`src/vgapgc_pkg.sv`:
```
`timescale 1ns / 1ps
`default_nettype none
package vgapgc_pkg;

	localparam int PLANES          = 4;
	localparam int PLANE_BYTES_DEF = 65536;
	localparam int OFFSET_W        = 16;
	localparam int BYTE_W          = 8;
	localparam int WORD_W          = PLANES * BYTE_W;
	localparam int PADDR_W         = 5;
	localparam int PDATA_W         = 32;

	localparam logic [OFFSET_W-1:0] LIMIT_VGA  = 16'd38400;
	localparam logic [OFFSET_W-1:0] LIMIT_SVGA = 16'd60000;

	typedef enum logic [1:0] {
		LF_REPLACE = 2'd0,
		LF_AND     = 2'd1,
		LF_OR      = 2'd2,
		LF_XOR     = 2'd3
	} logic_fn_t;

	typedef enum logic [1:0] {
		WM_0 = 2'd0,
		WM_1 = 2'd1,
		WM_2 = 2'd2,
		WM_3 = 2'd3
	} wmode_t;

	typedef enum logic [2:0] {
		REG_SET_RESET        = 3'd0,
		REG_ENABLE_SET_RESET = 3'd1,
		REG_ROTATE_COUNT     = 3'd2,
		REG_LOGIC_FUNCTION   = 3'd3,
		REG_READ_PLANE       = 3'd4,
		REG_WRITE_MODE       = 3'd5,
		REG_BIT_MASK         = 3'd6,
		REG_SVGA_MODE        = 3'd7
	} reg_idx_t;

	typedef struct packed {
		logic [PLANES-1:0] set_reset;
		logic [PLANES-1:0] enable_set_reset;
		logic [2:0]        rotate_count;
		logic_fn_t         logic_function;
		logic [1:0]        read_plane;
		wmode_t            write_mode;
		logic [BYTE_W-1:0] bit_mask;
		logic              svga_mode;
	} cfg_t;

endpackage
`default_nettype wire

```
`src/vgapgc_regs.sv`:
```
`timescale 1ns / 1ps
`default_nettype none
module vgapgc_regs (
	input  wire logic                         clk,
	input  wire logic                         arst_n,
	input  wire logic                         psel,
	input  wire logic                         penable,
	input  wire logic                         pwrite,
	input  wire logic [vgapgc_pkg::PADDR_W-1:0] paddr,
	input  wire logic [vgapgc_pkg::PDATA_W-1:0] pwdata,
	output logic      [vgapgc_pkg::PDATA_W-1:0] prdata,
	output logic                              pready,
	output vgapgc_pkg::cfg_t                  cfg
);
	import vgapgc_pkg::*;

	cfg_t     cfg_q;
	reg_idx_t idx;
	logic     wr_en;

	assign idx    = reg_idx_t'(paddr[PADDR_W-1:2]);
	assign wr_en  = psel & penable & pwrite;
	assign pready = 1'b1;
	assign cfg    = cfg_q;

	always_ff @(posedge clk or negedge arst_n) begin
		if (!arst_n) begin
			cfg_q.set_reset        <= '0;
			cfg_q.enable_set_reset <= '0;
			cfg_q.rotate_count     <= '0;
			cfg_q.logic_function   <= LF_REPLACE;
			cfg_q.read_plane       <= '0;
			cfg_q.write_mode       <= WM_0;
			cfg_q.bit_mask         <= '1;
			cfg_q.svga_mode        <= 1'b0;
		end else if (wr_en) begin
			unique case (idx)
				REG_SET_RESET:        cfg_q.set_reset        <= pwdata[PLANES-1:0];
				REG_ENABLE_SET_RESET: cfg_q.enable_set_reset <= pwdata[PLANES-1:0];
				REG_ROTATE_COUNT:     cfg_q.rotate_count     <= pwdata[2:0];
				REG_LOGIC_FUNCTION:   cfg_q.logic_function   <= logic_fn_t'(pwdata[1:0]);
				REG_READ_PLANE:       cfg_q.read_plane       <= pwdata[1:0];
				REG_WRITE_MODE:       cfg_q.write_mode       <= wmode_t'(pwdata[1:0]);
				REG_BIT_MASK:         cfg_q.bit_mask         <= pwdata[BYTE_W-1:0];
				REG_SVGA_MODE:        cfg_q.svga_mode        <= pwdata[0];
				default: ;
			endcase
		end
	end

	always_comb begin
		unique case (idx)
			REG_SET_RESET:        prdata = PDATA_W'(cfg_q.set_reset);
			REG_ENABLE_SET_RESET: prdata = PDATA_W'(cfg_q.enable_set_reset);
			REG_ROTATE_COUNT:     prdata = PDATA_W'(cfg_q.rotate_count);
			REG_LOGIC_FUNCTION:   prdata = PDATA_W'(cfg_q.logic_function);
			REG_READ_PLANE:       prdata = PDATA_W'(cfg_q.read_plane);
			REG_WRITE_MODE:       prdata = PDATA_W'(cfg_q.write_mode);
			REG_BIT_MASK:         prdata = PDATA_W'(cfg_q.bit_mask);
			REG_SVGA_MODE:        prdata = PDATA_W'(cfg_q.svga_mode);
			default:              prdata = '0;
		endcase
	end

endmodule
`default_nettype wire

```
`config.mk`:
```
export PLATFORM = sky130hd
export DESIGN_NAME = vgapgc_regs
export DESIGN_NICKNAME = d
export VERILOG_FILES = /design/src/vgapgc_pkg.sv /design/src/vgapgc_regs.sv
export SDC_FILE = /design/constraint.sdc
export NUM_CORES = 1
export LEC_CHECK = 0
export ABC_AREA = 1
export BUFFER_PORTS_ARGS = -buffer_cell sky130_fd_sc_hd__buf_2
export CORE_ASPECT_RATIO = 0.5
export CORE_UTILIZATION = 40
export DETAILED_ROUTE_END_ITERATION = 8
export PLACE_DENSITY = 0.76
export SETUP_SLACK_MARGIN = 0.05
export SLEW_MARGIN = 20
export SYNTH_ARGS = -nofsm -noshare
export SYNTH_HDL_FRONTEND = slang
export SYNTH_SLANG_ARGS = --single-unit
```
`constraint.sdc`:
```
create_clock -name clk -period 1.3 [get_ports clk]
set_clock_uncertainty 0.2 [all_clocks]
set_input_delay 0 -clock clk [delete_from_list [all_inputs] [get_ports clk]]
set_output_delay 0 -clock clk [all_outputs]
set_load 0.01 [all_outputs]
```
==> metrics <==
status=finished with violations; failing checks=hold timing, setup timing; clock root cell=clkbuf_8; FF+latch count, synth=26; hold slack final=-0.0316 ns; starting density of the core=43.7%; Tightest Pin Transition=0.583 ns; Overflow after GRT=0; post-layout util=55.8%; vias in the first global route=1174; top_reg_cell synth=dfrtp_1; TritonCTS Sinks=26; H-tree lvl count=1; unrepaired setup endpoints after global routing=yes; number of port buffers=49; Period Utilization, post-route=107%; Post-Synthesis Cells=182; # fillers=341; Inserted Diodes=0; Metal-1 WL=1.57 mm; clock latency on the worst-skew pair=0.27 ns; Wirelength per Cell=11.4 microns; asr flop ratio synth=100%; DPL Wire Length=2.52 mm; drt via density=4.59; Synth area leader=dfrtp_1; initial antenna violation count=0; number of flip-flops in the largest register=26; Reg clk slew, reported paths=0.09 ns; initial detailed-routing violation count=119; Final Slew Violations=0; Die Y=46.2 microns; max frequency=0.722 GHz; final worst setup slack=-0.0846 ns; Power Density=1270 nW/um^2; Hold-fix buffers, CTS=9; Cell Area, Synth=1570 sq um; die width=90.5 microns; met2 WL post-DR=1.68 mm; Total GRT Usage=17.6%; Placer Congestion=0.822; share of cells above drive strength 1=41.0%; Finished Cell Area=2000 sq um; crit end category=output pin; largest net degree at the start of global routing=27; hold crit path type=input port to register; Syn Area/Cell=8.60 sq um; I/O pin count=101; VDD IR max=0.591 mV; routed wire length=3.43 mm; Synth cell types=24; uppermost layer routed=met4; via count=1385; top-count cell post-synth=nand2_1; DRC Markers=0; Synth top area share=28.8%; Pleak=1.05 nW; # rows=15; headroom to the max-slew limit=61.1%; CTS buffer count=3; antenna viol nets, final=0; first-pass GRT wire length=5.58 mm; Setup crit start kind=register; CTS tree=yes; Power, Total=2.54 mW; final setup fails=4; fin crit period=1.38 ns; max-cap violations=0; Worst Path Required=1.10 ns; placed inst area=1740 sq um; number of enable flip-flop cells after synthesis=0; Area Overhead vs Synth=27.7%; critical-path maximum fanout=2; fin nets=294; CORE AREA=3580 sq um; Clock Path Buffers=2; Yosys warnings=0; CP arrival=1.18 ns; die footprint=4180 sq um; Crit Path Category=register to output pin; post-synthesis sequential area ratio=42.2%; DR pass1 iterations=5; Final Hold Vio Count=11; Post-synth top cells=nand2_1, buf_4, dfrtp_1; Synth area leaders=dfrtp_1, dfstp_2, buf_4; wire length on met3=138 microns
==> timing repair <==
item | in CTS | in global routing
setup buffers | 8 | 3
cloned | 0 | 0
pin swaps | 14 | 3
hold endpoints to repair | 52 | 5
gates resized for setup | 8 | 5
setup endpoints to repair | 8 | 11
==> stage by stage <==
| stage | TNS (ns) | setup WS [ns] | cells |
|---|---|---|---|
| final | -0.256 | -0.0846 | 302 |
| after global routing | -0.705 | -0.172 | 302 |
| after CTS | -0.241 | -0.0888 | 299 |
| after detailed placement | 0 | 0.0834 | 278 |
| after global placement | 0 | 0.131 | 278 |
| after floorplan | 0 | 0.263 | 205 |
==> critical path: stages, from the launching register on <==
cell and delay (ns):
dfstp_2 0.55, inv_2 0.04, nor2_1 0.08, nor2_1 0.05
nand3_1 0.08, buf_2 0.13
==> kinds of logic after synthesis <==
group	after synthesis	share of synthesized area, %
AO/OA/AOI/OAI	27	9.27
buffers and inverters	46	18.9
flip-flops	26	42.2
other	2	0.480
AND/OR/NAND/NOR	81	29.1
==> path summary, 6_finish.rpt <==
kind                          from   endpoint  slack (ns)  cells past startpoint
max                         cfg[1]  prdata[0]       -0.08                      5
min                        penable     cfg[8]       -0.03                      5
max reg2reg                 cfg[4]     cfg[4]        0.15                      3
min reg2reg                 cfg[2]     cfg[2]        0.31                      2
max in group asynchronous   arst_n     cfg[6]        0.46                      2
min in group asynchronous   arst_n    cfg[21]        0.06                      2
==> power by group <==
part           switching (mW)  internal [mW]
Clock                   0.260          0.271
Combinational           0.453          0.409
Sequential              0.125           1.02
Total                   0.838           1.70
==> cells in the final DEF (no fill, tap or decap) <==
master,count
buf_2,46
nand2_1,33
conb_1,25
dfrtp_1,18
nor2_1,16
o21ai_0,16
inv_2,11
buf_4,11
nand4_1,10
dlygate4sd3_1,9
dfstp_2,8
inv_1,6
nand2_2,6
a21oi_1,5
buf_6,5
nand3_1,4
clkbuf_8,4
nand3_4,3
o21ai_1,3
nor3_4,2
nor3_1,2
nor2_4,2
o21ai_2,2
nand3_2,1
o211ai_1,1
nor2_2,1
nor2_8,1
==> layer usage <==
metal | track usage [%] | up-vias
li1 | - | 676
met1 | 22.0 | 648
met2 | 30.8 | 57
met3 | 3.63 | 4
met4 | 7.74 | 0
met5 | 0 | -
==> area by class of cell <==
| class | count | area, sq um | area share (%) |
|---|---|---|---|
| clock buffer | 4 | 55.1 | 2.75 |
| inverter | 17 | 63.8 | 3.19 |
| multi-input combinational | 133 | 697 | 34.9 |
| sequential | 26 | 661 | 33.0 |
| tap | 51 | 63.8 | 3.19 |
| timing repair buffer | 71 | 459 | 23.0 |
(Power assumes the default switching activity.)
