**config.mk**
```make
export PLATFORM = sky130hd
export DESIGN_NAME = vgapgc_write_unit
export DESIGN_NICKNAME = d
export VERILOG_FILES = /design/src/vgapgc_pkg.sv /design/src/vgapgc_write_unit.sv
export SDC_FILE = /design/constraint.sdc
export NUM_CORES = 1
export LEC_CHECK = 0
export ABC_AREA = 1
export BUFFER_PORTS_ARGS = -buffer_cell sky130_fd_sc_hd__buf_4
export CAP_MARGIN = 30
export CORE_MARGIN = 2
export CORE_UTILIZATION = 56
export DETAILED_ROUTE_END_ITERATION = 7
export GPL_ROUTABILITY_DRIVEN = 0
export PLACE_DENSITY = 0.85
export SYNTH_ARGS = -nofsm -noshare
export SYNTH_HDL_FRONTEND = slang
export SYNTH_SLANG_ARGS = --single-unit
```
**constraint.sdc**
```tcl
create_clock -name vclk -period 2.35
set_clock_uncertainty 0.1 [all_clocks]
set_input_delay 0 -clock vclk [all_inputs]
set_output_delay 0 -clock vclk [all_outputs]
set_load 0.05 [all_outputs]
```
**src/vgapgc_pkg.sv**
```systemverilog
`timescale 1ns / 1ps
`default_nettype none
package vgapgc_pkg;

	localparam int PLANES          = 4;
	localparam int PLANE_BYTES_DEF = 65536;
	localparam int OFFSET_W        = 16;
	localparam int BYTE_W          = 8;
	localparam int WORD_W          = PLANES * BYTE_W;
	localparam int PADDR_W         = 5;
	localparam int PDATA_W         = 32;

	localparam logic [OFFSET_W-1:0] LIMIT_VGA  = 16'd38400;
	localparam logic [OFFSET_W-1:0] LIMIT_SVGA = 16'd60000;

	typedef enum logic [1:0] {
		LF_REPLACE = 2'd0,
		LF_AND     = 2'd1,
		LF_OR      = 2'd2,
		LF_XOR     = 2'd3
	} logic_fn_t;

	typedef enum logic [1:0] {
		WM_0 = 2'd0,
		WM_1 = 2'd1,
		WM_2 = 2'd2,
		WM_3 = 2'd3
	} wmode_t;

	typedef enum logic [2:0] {
		REG_SET_RESET        = 3'd0,
		REG_ENABLE_SET_RESET = 3'd1,
		REG_ROTATE_COUNT     = 3'd2,
		REG_LOGIC_FUNCTION   = 3'd3,
		REG_READ_PLANE       = 3'd4,
		REG_WRITE_MODE       = 3'd5,
		REG_BIT_MASK         = 3'd6,
		REG_SVGA_MODE        = 3'd7
	} reg_idx_t;

	typedef struct packed {
		logic [PLANES-1:0] set_reset;
		logic [PLANES-1:0] enable_set_reset;
		logic [2:0]        rotate_count;
		logic_fn_t         logic_function;
		logic [1:0]        read_plane;
		wmode_t            write_mode;
		logic [BYTE_W-1:0] bit_mask;
		logic              svga_mode;
	} cfg_t;

endpackage
`default_nettype wire

```
**src/vgapgc_write_unit.sv**
```systemverilog
`timescale 1ns / 1ps
`default_nettype none
module vgapgc_write_unit (
	input  wire vgapgc_pkg::cfg_t              cfg,
	input  wire logic [vgapgc_pkg::WORD_W-1:0] latches,
	input  wire logic [vgapgc_pkg::BYTE_W-1:0] cpu_data,
	output logic      [vgapgc_pkg::WORD_W-1:0] new_word
);
	import vgapgc_pkg::*;

	logic [2*BYTE_W-1:0] dbl;
	logic [BYTE_W-1:0]   rdata;
	logic [BYTE_W-1:0]   mask;

	assign dbl   = {cpu_data, cpu_data} >> cfg.rotate_count;
	assign rdata = (cfg.write_mode == WM_2) ? cpu_data : dbl[BYTE_W-1:0];
	assign mask  = (cfg.write_mode == WM_3) ? (cfg.bit_mask & rdata) : cfg.bit_mask;

	for (genvar p = 0; p < PLANES; p++) begin : g_plane
		logic [BYTE_W-1:0] latch;
		logic [BYTE_W-1:0] src;
		logic [BYTE_W-1:0] val;

		assign latch = latches[p*BYTE_W +: BYTE_W];

		always_comb begin
			priority if (cfg.write_mode == WM_2) begin
				src = {BYTE_W{cpu_data[p]}};
			end else if (cfg.write_mode == WM_3 || cfg.enable_set_reset[p]) begin
				src = {BYTE_W{cfg.set_reset[p]}};
			end else begin
				src = rdata;
			end
		end

		always_comb begin
			unique case (cfg.logic_function)
				LF_AND:  val = src & latch;
				LF_OR:   val = src | latch;
				LF_XOR:  val = src ^ latch;
				default: val = src;
			endcase
		end

		assign new_word[p*BYTE_W +: BYTE_W] = (cfg.write_mode == WM_1) ? latch :
			((val & mask) | (latch & ~mask));
	end

endmodule
`default_nettype wire

```
==> results of run 1 <==
-- how the worst max path moves through the flow --
stage,start,end,slack [ps],cells after the start
4_1_cts,cfg[9],new_word[13],120,15
6_report,cfg[15],new_word[1],170,19
3_5_place_dp,cfg[9],new_word[13],120,15
2_1_floorplan,cfg[16],new_word[3],410,17
5_1_grt,cfg[15],new_word[7],-20,17
3_3_place_gp,cfg[10],new_word[13],200,15
-- per-stage QoR --
| stage | area [µm²] | setup TNS (ps) |
|---|---|---|
| 6_report | 4384 | 0 |
| 5_1_grt | 4384 | -34.17 |
| 4_1_cts | 4298 | 0 |
| 3_5_place_dp | 4298 | 0 |
| 3_3_place_gp | 4298 | 0 |
| 2_1_floorplan | 3581 | 0 |
-- cell type report --
class                      instances  area [µm²]  share of cell area
inverter                          83       324.1             0.07392
tap                               77       96.34             0.02197
multi-input combinational        549        3157              0.7200
timing repair buffer             105       807.0              0.1841
-- layer usage --
layer  part of all wire  GRT usage
met1               0.41     0.3695
met2               0.49     0.5578
met3              0.067    0.01088
met4              0.027    0.07771
met5                  0          0
-- cell usage after synthesis, types with 8 or more instances --
master / instances
ha_1: 64
a221oi_1: 12
nor2_2: 21
o31ai_1: 8
buf_2: 14
nand2_2: 21
nand3_1: 70
nor2_1: 13
inv_1: 73
o21ai_0: 9
inv_2: 8
a21oi_1: 31
a211oi_1: 11
nand2_1: 264
nor3_1: 11
clkbuf_1: 10
-- cells in the final DEF (no fill, tap or decap), drive strengths merged --
master	netlist	layout
a211oi	11	11
nand2	290	290
nand3	70	70
clkinv	1	1
a21oi	31	31
nor2	34	34
ha	64	64
inv	82	82
o21ai	15	15
o31ai	8	8
o311a	1	1
a221oi	12	12
buf	21	105
nor3	11	11
or2	1	1
nand3b	1	1
-- timing repair --
| action | 4_1_cts | 5_1_grt |
|---|---|---|
| hold buffers | 0 | 0 |
| setup endpoints to repair | 0 | 21 |
| resized for setup | 0 | 19 |
| hold endpoints to repair | 0 | 0 |
-- power groups by stage --
stage | Clock, µW | Sequential [µW] | Combinational, µW
floorplan | 0 | 0 | 829
global placement | 0 | 0 | 1130
detailed placement | 0 | 0 | 1170
CTS | 0 | 0 | 1180
global route | 0 | 0 | 1340
finish | 0 | 0 | 1220
-- worst max-delay path: cells and delay by family --
| family | cells | cell delay (ps) |
|---|---|---|
| AOI/OAI and AO/OA | 1 | 280 |
| buffers and inverters | 4 | 470 |
| and+or+nand+nor | 13 | 1050 |
| adders and majority gates | 1 | 280 |
-- cell families (layout without fill, tap and decap cells) --
| family | count (synthesis) | after routing | share of synthesized area |
|---|---|---|---|
| and+or+nand+nor | 407 | 407 | 0.5007 |
| buffers and inverters | 114 | 188 | 0.1373 |
| adders and majority gates | 64 | 64 | 0.2236 |
| AOI/OAI and AO/OA | 78 | 78 | 0.1384 |
==> results.toml, run 1 <==
[power_and_ir_drop]
p_seq_frac = 0
power_frac_comb = 1.000
p_leak_uw = 0.002666
pwr-share-clk = 0
ir_drop_mv = 0.1690
power_density_nw_per_um2 = 277.5
swShare = 0.6549
power.total_uw = 1217
p_int_uw = 419.8
switchingPower_uw = 796.8

[logic_synthesis]
avgSynthCellArea_um2 = 5.401
yosys_warnings = 0
synth_area_leaders = "nand2_1, ha_1, nand3_1"
synthDominantCellAreaShare = 0.2767
ys_types = 28
yosys.area.top_type = "nand2_1"
ys_seq_area_frac = 0
syn_area_um2 = 3581
syn_nets = 793
synthCells = 663

[timing]
finalSetupViolCount = 0
post-route-period-util = 0.9295
hold_viol = 0
max_freq_ghz = 0.4578
slew_viol_final = 0
slew_headroom = 0.4361
holdWs_ps = 266.6
setup_slack_ps = 165.6
fin_crit_ps = 2184
worst-slew-pin-transition_ps = 844.7

[min_path]
worstHoldStart = "latches[20]"
whs_endpoint = "new_word[20]"
hp-class = "in -> out"
worstHoldPathCells = 4

[critical_path]
cpMostUsedCell = "nand2_1"
start_kind = "primary input"
cp.arrival_ps = 2080
cp_cell_sequence = "buf_4, inv_8, nand2_2, nand3_1, nand3_1, nand2_1, nand2_1, nand2_2, nand2_1, nand2_1, nand2_1, nand2_2, inv_1, ha_1, a221oi_2, nor2_1, nand2_1, nand2_1, buf_4"
cp-end-kind = "primary output"
cp_max_fo = 9
worstSetupPathType = "in -> out"
critPathSlowestCell = "ha_1"
critical_path_required_ps = 2250
critPathMaxStageDelay_ps = 280

[outcome]
status = "finished clean"

[finish]
syn_to_final_growth_pct = 22.43
fin_nets = 869
n_antenna_cell = 0
final_cells = 814
fill_cells = 614
fin_util = 0.6984
nFlopsAndLatches = 0
drive_gt1_frac = 0.2442
clkbuf_count = 0
seqCellArea_um2 = 0

[floorplanning]
core.rowCount = 29
start_util = 0.5705
die_h_um = 83.97
die-area_um2 = 7050
ios = 98
design.core.area_um2 = 6277
die_width_um = 83.97

[global_route]
grt_overflow_total = 0
antenna_found_initial = 0
first_global_vias = 4108
grt.total_usage = 0.2977
grt_pass1_wl_mm = 18.26
grt_max_degree = 49

[routing]
drc_errors = 0
drt_iter0_drc = 316
wire_per_inst_um = 13.41
route.vias.total = 4531
ant_nets = 0
via_per_inst = 5.566
drt-pass1-iter-count = 7
wl_mm = 10.92

[placed_design]
pre_cts_ws_ps = 116.5
dp.cells = 814
io_buffers = 95
dp_hpwl_mm = 8.344

[run]
drv_cap = 0

[clock_tree]
post_cts_buffers = 0
Power figures use the tool's default switching activity.
==> run 2, diff against run 1 <==
Settings changed: ABC_CLOCK_PERIOD_IN_PS set to 2350, CORE_ASPECT_RATIO set to 0.5.
==> results.toml, run 2 (synthesis gave the netlist of run 1 again) <==
[timing]
fin_crit_ps = 2178
holdWs_ps = 259.6
finalSetupViolCount = 0
slew_viol_final = 0
slew_headroom = 0.4484
post-route-period-util = 0.9266
hold_viol = 0
max_freq_ghz = 0.4592
worst-slew-pin-transition_ps = 826.2

[finish]
final_common_cell = "nand2_1"
n_antenna_cell = 0
nFlopsAndLatches = 0
stdcell_area_um2 = 4399
layout_common_cells = "nand2_1, buf_4, inv_1"
drive_gt1_frac = 0.2378
fin_nets = 868
fill_cells = 589
syn_to_final_growth_pct = 22.85
clkbuf_count = 0
seqCellArea_um2 = 0

[global_route]
grt_pass1_wl_mm = 17.01
antenna_found_initial = 0
first_global_vias = 3728
grt.total_usage = 0.2961
grt_overflow_total = 0
grt_max_degree = 49

[outcome]
status = "finished clean"

[power_and_ir_drop]
swShare = 0.6547
switchingPower_uw = 795.8
power_density_nw_per_um2 = 276.3
p_seq_frac = 0
p_int_uw = 419.8
power_frac_comb = 1.000
ir_drop_mv = 0.1629
p_leak_uw = 0.002664
pwr-share-clk = 0

[routing]
ant_nets = 0
via_per_inst = 5.416
wl_mm = 10.72
wire_per_inst_um = 13.00
drt-pass1-iter-count = 5
route.vias.total = 4463
drc_errors = 0
drt_iter0_drc = 452

[clock_tree]
post_cts_resized = 0
ctsHoldBuffers = 0
post_cts_buffers = 0

[floorplanning]
die-area_um2 = 7089
die_width_um = 117.1
start_util = 0.5841
ios = 98
die_h_um = 60.55
core.rowCount = 20
design.core.area_um2 = 6131

[min_path]
hp-class = "in -> out"
worstHoldStart = "latches[4]"
whs_endpoint = "new_word[4]"
worstHoldPathCells = 4

[critical_path]
start_kind = "primary input"
cp.arrival_ps = 2080
cp_max_fo = 9
worstSetupPathType = "in -> out"
critical_path_required_ps = 2250
crit_path_start = "cfg[15]"
cp-end-kind = "primary output"

[placed_design]
place_area_um2 = 4317
dp_hpwl_mm = 7.953
io_buffers = 95

[run]
drv_cap = 0
-- run 2: cell types whose count changed in the layout (fill, tap and decap cells not counted), moves of 2 or more --
cell | before | now
nor3_2 | 2 | 0
nand2_2 | 24 | 21
nor3_1 | 9 | 11
nand2_4 | 4 | 6
buf_4 | 100 | 98
-- run 2: routing by layer --
metal / share of wire / vias up / wire, µm / global-route usage
met5: 0 / - / 0 / 0
li1: - / 2274 / - / -
met1: 0.44 / 1994 / 4723 / 0.4077
met2: 0.47 / 186 / 4986 / 0.5491
met3: 0.087 / 9 / 928 / 0.01199
met4: 0.0073 / 0 / 78 / 0.01849
-- run 2: power groups by stage --
stage | Sequential [µW] | Clock (µW) | Combinational, µW
after floorplan | 0 | 0 | 829
after global placement | 0 | 0 | 1140
after detailed placement | 0 | 0 | 1170
after CTS | 0 | 0 | 1170
after global routing | 0 | 0 | 1340
final | 0 | 0 | 1220
-- run 2: per-stage QoR --
stage	total power (µW)	std cells	TNS [ps]	util	setup slack, ps
after floorplan	829.3	663	0	-	405.7
after global placement	1145	824	0	0.7041	127.9
after detailed placement	1170	824	0	0.7041	75.36
after CTS	1174	824	0	0.7041	68.71
after global routing	1341	824	-3.533	0.7176	-3.533
final	1216	824	0	0.7176	172.4
-- run 2: worst max path at each step --
stage                         to  depth (start not counted)  slack (ps)
finish               new_word[6]                         19         170
detailed placement  new_word[29]                         14          80
global placement    new_word[29]                         14         130
global route        new_word[23]                         15          -4
CTS                 new_word[29]                         14          70
floorplan            new_word[3]                         17         410
-- run 2: worst max-delay path: stages --
cell and delay, ps:
buf_4 160, inv_8 90, nand2_2 50, nand3_1 90, nand3_1 80, nand2_1 70, nand2_1 60, nand2_2 150
nand2_1 70, nand2_1 60, nand2_1 60, nand2_1 100, inv_1 50, ha_1 270, a221oi_1 330, nor2_2 70
nand2_1 70, nand2_1 70, buf_4 190
-- run 2: layout make-up --
cell class,count,area (µm²),share of cell area
Inverter,83,324.1,0.07366
Multi-Input combinational cell,549,3153,0.7167
Tap cell,88,110.1,0.02503
Timing Repair Buffer,104,812.0,0.1846
